[src/design/spbp_pkg.sv]
// Shared constants, types and tables for the sprite billboard projection block.
// Standalone package; used by spbp_div and sprite_billboard_projection.
`default_nettype none

package spbp_pkg;

  // Configuration register widths and port shape
  localparam int unsigned FOV_W      = 14;
  localparam int unsigned MAXD_W     = 16;
  localparam int unsigned HOR_W      = 12;
  localparam int unsigned SCRH_W     = 13;
  localparam int unsigned SCRW_W     = 13;
  localparam int unsigned CFG_DATA_W = 16;
  localparam int unsigned CFG_IDX_W  = 3;

  typedef enum logic [CFG_IDX_W-1:0] {
    CFG_FOV      = 3'd0,
    CFG_MAX_DIST = 3'd1,
    CFG_HORIZON  = 3'd2,
    CFG_SCR_H    = 3'd3,
    CFG_SCR_W    = 3'd4
  } cfg_idx_e;

  // Register values after reset
  localparam logic [FOV_W-1:0]  FOV_RST      = 14'd3217;
  localparam logic [MAXD_W-1:0] MAX_DIST_RST = 16'd4096;
  localparam logic [HOR_W-1:0]  HORIZON_RST  = 12'd120;
  localparam logic [SCRH_W-1:0] SCR_H_RST    = 13'd240;
  localparam logic [SCRW_W-1:0] SCR_W_RST    = 13'd320;

  // Angles in units of 2^-16 rad
  localparam int PI_Q16     = 205887;
  localparam int TWO_PI_Q16 = 411774;

  // Nearest visible distance: 0.3 in Q8.8, rounded up
  localparam logic [15:0] NEAR_DIST = 16'd77;

  // Heading in tenths of a degree to Q16 radians with rounding:
  // floor((hd*68629 + 300) / 600), the divide by 600 as >>3 then a
  // reciprocal multiply for 75 that is exact below 2^26.
  localparam int unsigned HEAD_MUL   = 68629;
  localparam int unsigned HEAD_BIAS  = 300;
  localparam longint unsigned HEAD_RECIP = 64'd114532462;
  localparam int unsigned HEAD_SHIFT = 33;

  // Iteration counts
  localparam int unsigned CORDIC_N   = 16;
  localparam int unsigned SQRT_STEPS = 17;

  // Divider shapes
  localparam int unsigned QUO_W     = 16;
  localparam int unsigned LR_NUM_W  = 61;
  localparam int unsigned LR_DEN_W  = 45;
  localparam int unsigned TB_NUM_W  = 32;
  localparam int unsigned TB_DEN_W  = 20;

  // Per-item fields carried alongside the square root and CORDIC stages
  typedef struct packed {
    logic [15:0] sc;
    logic [10:0] sh;
    logic [10:0] sw;
    logic [12:0] ph;
    logic        zero;
  } early_t;

  // Per-item fields carried alongside the dividers
  typedef struct packed {
    logic               vis;
    logic [15:0]        distance;
    logic signed [14:0] ang;
    logic               neg_l;
    logic               neg_r;
    logic               neg_t;
    logic               neg_b;
  } late_t;

  // arctan(2^-i) in Q16 radians
  function automatic logic [15:0] cordic_atan(input int unsigned i);
    logic [15:0] v;
    case (i)
      0: v = 16'd51472;
      1: v = 16'd30385;
      2: v = 16'd16055;
      3: v = 16'd8150;
      4: v = 16'd4091;
      5: v = 16'd2047;
      6: v = 16'd1024;
      7: v = 16'd512;
      8: v = 16'd256;
      9: v = 16'd128;
      10: v = 16'd64;
      11: v = 16'd32;
      12: v = 16'd16;
      13: v = 16'd8;
      14: v = 16'd4;
      15: v = 16'd2;
      default: v = 16'd0;
    endcase
    return v;
  endfunction

endpackage

`default_nettype wire

[src/design/spbp_div.sv]
// Pipelined unsigned restoring divider with quotient overflow flag.
// Uses spbp_pkg for default widths; one item per cycle while en_i is high.
`default_nettype none

module spbp_div #(
  parameter int unsigned NUM_W = spbp_pkg::LR_NUM_W,
  parameter int unsigned DEN_W = spbp_pkg::LR_DEN_W,
  parameter int unsigned QUO_W = spbp_pkg::QUO_W
) (
  input  wire logic             clk_i,
  input  wire logic             en_i,
  input  wire logic [NUM_W-1:0] num_i,
  input  wire logic [DEN_W-1:0] den_i,
  output logic      [QUO_W-1:0] quo_o,
  output logic                  ovf_o
);

  localparam int unsigned CMP_W = ((NUM_W > DEN_W + QUO_W) ? NUM_W : DEN_W + QUO_W) + 1;

  logic [NUM_W-1:0] rem_q [0:QUO_W];
  logic [NUM_W-1:0] rem_d [0:QUO_W];
  logic [DEN_W-1:0] den_q [0:QUO_W];
  logic [QUO_W-1:0] quo_q [0:QUO_W];
  logic [QUO_W-1:0] quo_d [0:QUO_W];
  logic             ovf_q [0:QUO_W];

  // Flag quotients that do not fit, then resolve one quotient bit per stage
  always_comb begin
    logic [CMP_W-1:0] trial;
    logic [CMP_W-1:0] rem_x;
    rem_d[0] = num_i;
    quo_d[0] = '0;
    for (int j = 1; j <= QUO_W; j++) begin
      trial = CMP_W'(den_q[j-1]) << (QUO_W - j);
      rem_x = CMP_W'(rem_q[j-1]);
      if (rem_x >= trial) begin
        rem_d[j] = rem_q[j-1] - trial[NUM_W-1:0];
        quo_d[j] = quo_q[j-1] | (QUO_W'(1) << (QUO_W - j));
      end else begin
        rem_d[j] = rem_q[j-1];
        quo_d[j] = quo_q[j-1];
      end
    end
  end

  always_ff @(posedge clk_i) begin
    if (en_i) begin
      rem_q[0] <= rem_d[0];
      quo_q[0] <= quo_d[0];
      den_q[0] <= den_i;
      ovf_q[0] <= CMP_W'(num_i) >= (CMP_W'(den_i) << QUO_W);
      for (int j = 1; j <= QUO_W; j++) begin
        rem_q[j] <= rem_d[j];
        quo_q[j] <= quo_d[j];
        den_q[j] <= den_q[j-1];
        ovf_q[j] <= ovf_q[j-1];
      end
    end
  end

  assign quo_o = quo_q[QUO_W];
  assign ovf_o = ovf_q[QUO_W];

endmodule

`default_nettype wire

[config.mk]
export PLATFORM = sky130hd
export DESIGN_NAME = spbp_div
export DESIGN_NICKNAME = d
export VERILOG_FILES = /design/src/design/spbp_pkg.sv /design/src/design/spbp_div.sv
export SDC_FILE = /design/constraint.sdc
export NUM_CORES = 2
export LEC_CHECK = 0
export BUFFER_PORTS_ARGS = -buffer_cell sky130_fd_sc_hd__buf_2
export CAP_MARGIN = 20
export CORE_MARGIN = 3
export CORE_UTILIZATION = 40
export DETAILED_ROUTE_END_ITERATION = 10
export MAX_ROUTING_LAYER = met4
export SLEW_MARGIN = 30
export SYNTH_ARGS = -nofsm -noshare
export SYNTH_HDL_FRONTEND = slang
export SYNTH_SLANG_ARGS = --single-unit
[constraint.sdc]
create_clock -name clk_i -period 3.8 [get_ports clk_i]
set_clock_uncertainty 0.05 [all_clocks]
set_input_delay 0.57 -clock clk_i [delete_from_list [all_inputs] [get_ports clk_i]]
set_output_delay 0.57 -clock clk_i [all_outputs]
set_load 0.005 [all_outputs]
==> reports/results.txt <==
VDD IR max = 0.413 mV
initial antenna violation count = 3
Finish-stage setup viols = 67
fin util = 0.508
Lkg Pwr = 55.8 nW
Antenna Nets Post-Route = 0
drt total wl = 298,000 um
WHS = 0.0762 ns
arrival time at the worst endpoint = 4.50 ns
core area = 267,000 um^2
Worst R2R Start = den_q[0][277]$_DFFE_PP_
syn_nets = 11,000
htree depth = 4
asr flop ratio synth = 0
vias in the first global route = 84,800
top-level I/O count = 125
DRC Markers = 0
Yosys warning total = 0
Hold Crit Class = input port to register
Seq/Total Area, Yosys = 0.516
worst-margin pin slew = 0.878 ns
Final Max Slew Viols = 0
fin worst setup slack = -0.144 ns
crit end category = register
reg2reg end = rem_q[0][485]$_DFFE_PP_
Layout area overhead = 25.6%
ys flop type = edfxtp_1
Yosys top cell area share = 0.516
post-synthesis register bit count = 1,849
EDFF count, synth = 1,849
status = finished with violations
first-pass GRT wire length = 453,000 um
sequential cell area = 55,500 um^2
Post-DP HPWL = 227,000 um
Reg2Reg Depth = 15
Filler cells = 23,200
Req. time, crit path = 4.36 ns
pwr dens = 767 nW/um^2
Die Height = 525 um
commonest cells after routing, fill and taps aside = edfxtp_1, buf_4, a21oi_1
initial DRC count = 4,167
Clock Tree Buf Depth = 4
nets = 12,700
Mean Syn Cell Area = 10.6 um^2
Worst Setup Slack post-DPL = -0.684 ns
post-synth cell types = 95
FMAX = 254 MHz
Cells after Synth = 10,100
failing checks = setup timing
drt wl/cell = 19.2 um
hold path depth = 1
Num CTS Buffers = 217
Overall Global Routing Usage = 0.212
Root Driver = clkbuf_16
crit path max fanout = 4
Multi-input gate area = 50,400 um^2
# rows = 189
worst skew pair latency = 0.88 ns
crit path kind = register to register
Die Wd = 525 um
Vias per Instance = 5.27
Worst R2R Setup Slack = -0.14 ns
Netlist Area Pre-Place = 108,000 um^2
final period utilization = 1.04
Clk pin slew, worst setup/hold paths = 0.06 ns
Synth area leaders = edfxtp_1, ha_1, a21oi_1
Max Cap Viol = 0
iteration count of the initial detailed-routing pass = 6
Tot Pwr = 0.104 W
layout cell share with drive strength beyond 1 = 0.217
routability cong. = 0.999
CTS tree = done
fin crit period = 3.94 ns
WHS Endpoint = den_q[0][39]$_DFFE_PP_
hold path start = en_i
die area = 276,000 um^2
worst rel slew slack = 0.407
Starting Density = 0.404
unrepaired setup endpoints after global routing = true
final-report hold violation count = 0
most common cell after layout, fill and taps aside = edfxtp_1
PortBufs = 124
startpoint types = register
largest net degree at the start of global routing = 140
Synth area leader = edfxtp_1
total global routing overflow = 0
Via Count = 81,700
CTS Sinks = 1,849
synth_stat cells, types with 32 or more instances:
library cell and count:
a21oi_1 1021, nand4_1 181, clkbuf_1 251, mux2_2 114, inv_1 949, nor2b_1 101, o21bai_1 108, o21a_1 102
or3_1 50, buf_2 33, and3_1 75, nand3_1 171, o211ai_1 57, nor2_1 725, o21ai_0 638, or4_1 32
ha_1 765, and2_1 39, nor4_1 81, edfxtp_1 1849, a31oi_1 86, xnor2_1 430, nor3_1 141, a211oi_1 71
xor2_1 295, nand2b_1 111, o31ai_1 48, a21o_1 385, nand2_1 749
layer usage:
layer / part of all wire / global-route usage
met2: 0.54 / 0.403
met3: 0.026 / 0.0217
met4: 0.082 / 0.140
met5: 0 / -
met1: 0.36 / 0.202
state kept, by name (all words and copies together), names as in the netlist:
register,flops
quo_q,136
den_q,720
rem_q,976
ovf_q,17
power breakdown:
group | internal [W] | total [W] | switching [W] | leakage [nW]
Sequential | 0.0297 | 0.0328 | 0.00311 | 17.9
Combinational | 0.0236 | 0.0509 | 0.0273 | 34.5
Clock | 0.0119 | 0.0200 | 0.00814 | 3.33
worst max-delay path, cell delays in order, from the launching register on:
cell and delay, ns:
edfxtp_1 0.41, inv_1 0.08, ha_1 0.23, a211oi_1 0.35
o21ai_0 0.25, a211oi_2 0.31, a21oi_4 0.13, a211o_1 0.33
a311o_1 0.34, a221o_1 0.37, a21oi_4 0.20, buf_6 0.12
buf_6 0.09, nand3b_1 0.19, nor2_1 0.09, xor2_1 0.14
logic make-up after synthesis:
group / count (synthesis) / share of synthesized area
simple gates: 2583 / 0.115
fa+ha+maj: 780 / 0.0917
compound gates: 2828 / 0.162
flops: 1849 / 0.516
mux: 120 / 0.0125
buf+inv: 1261 / 0.0444
xor+xnor: 725 / 0.0590
cell type report:
type	instances	share of cell area
clock buffer	255	0.0412
tap	3533	0.0327
antenna	6	0.000111
inverter	950	0.0264
timing repair buffer	1758	0.108
clock inverter	125	0.00913
sequential	1849	0.410
multi-input combinational	7037	0.372
worst max path at each step:
| stage | startpoint | slack, ns | to |
|---|---|---|---|
| finish | den_q[0][277]$_DFFE_PP_ | -0.14 | rem_q[0][485]$_DFFE_PP_ |
| global route | rem_q[0][375]$_DFFE_PP_ | -0.29 | rem_q[0][485]$_DFFE_PP_ |
| CTS | rem_q[0][375]$_DFFE_PP_ | -0.19 | rem_q[0][485]$_DFFE_PP_ |
| detailed placement | den_q[0][360]$_DFFE_PP_ | -0.68 | rem_q[0][607]$_DFFE_PP_ |
| global placement | den_q[0][360]$_DFFE_PP_ | -0.85 | rem_q[0][607]$_DFFE_PP_ |
| floorplan | den_q[0][180]$_DFFE_PP_ | 0.03 | rem_q[0][365]$_DFFE_PP_ |
metrics by stage:
step                      instances  area, um^2  TNS (ns)
after floorplan               10100      108000         0
after global placement        14900      123000   -119.46
after detailed placement      14900      123000   -120.95
after CTS                     15400      132000     -4.11
after global routing          15500      135000    -19.13
final                         15500      135000     -2.55
what timing repair did:
item | in CTS | in global routing
endpoints found under the hold margin | 106 | 0
pin swaps | 130 | 182
buffers inserted | 65 | 74
resized for setup | 319 | 463
endpoints found under the setup margin | 562 | 635
hold buffers | 106 | 0
cloned | 14 | 13
(Power assumes the default switching activity.)
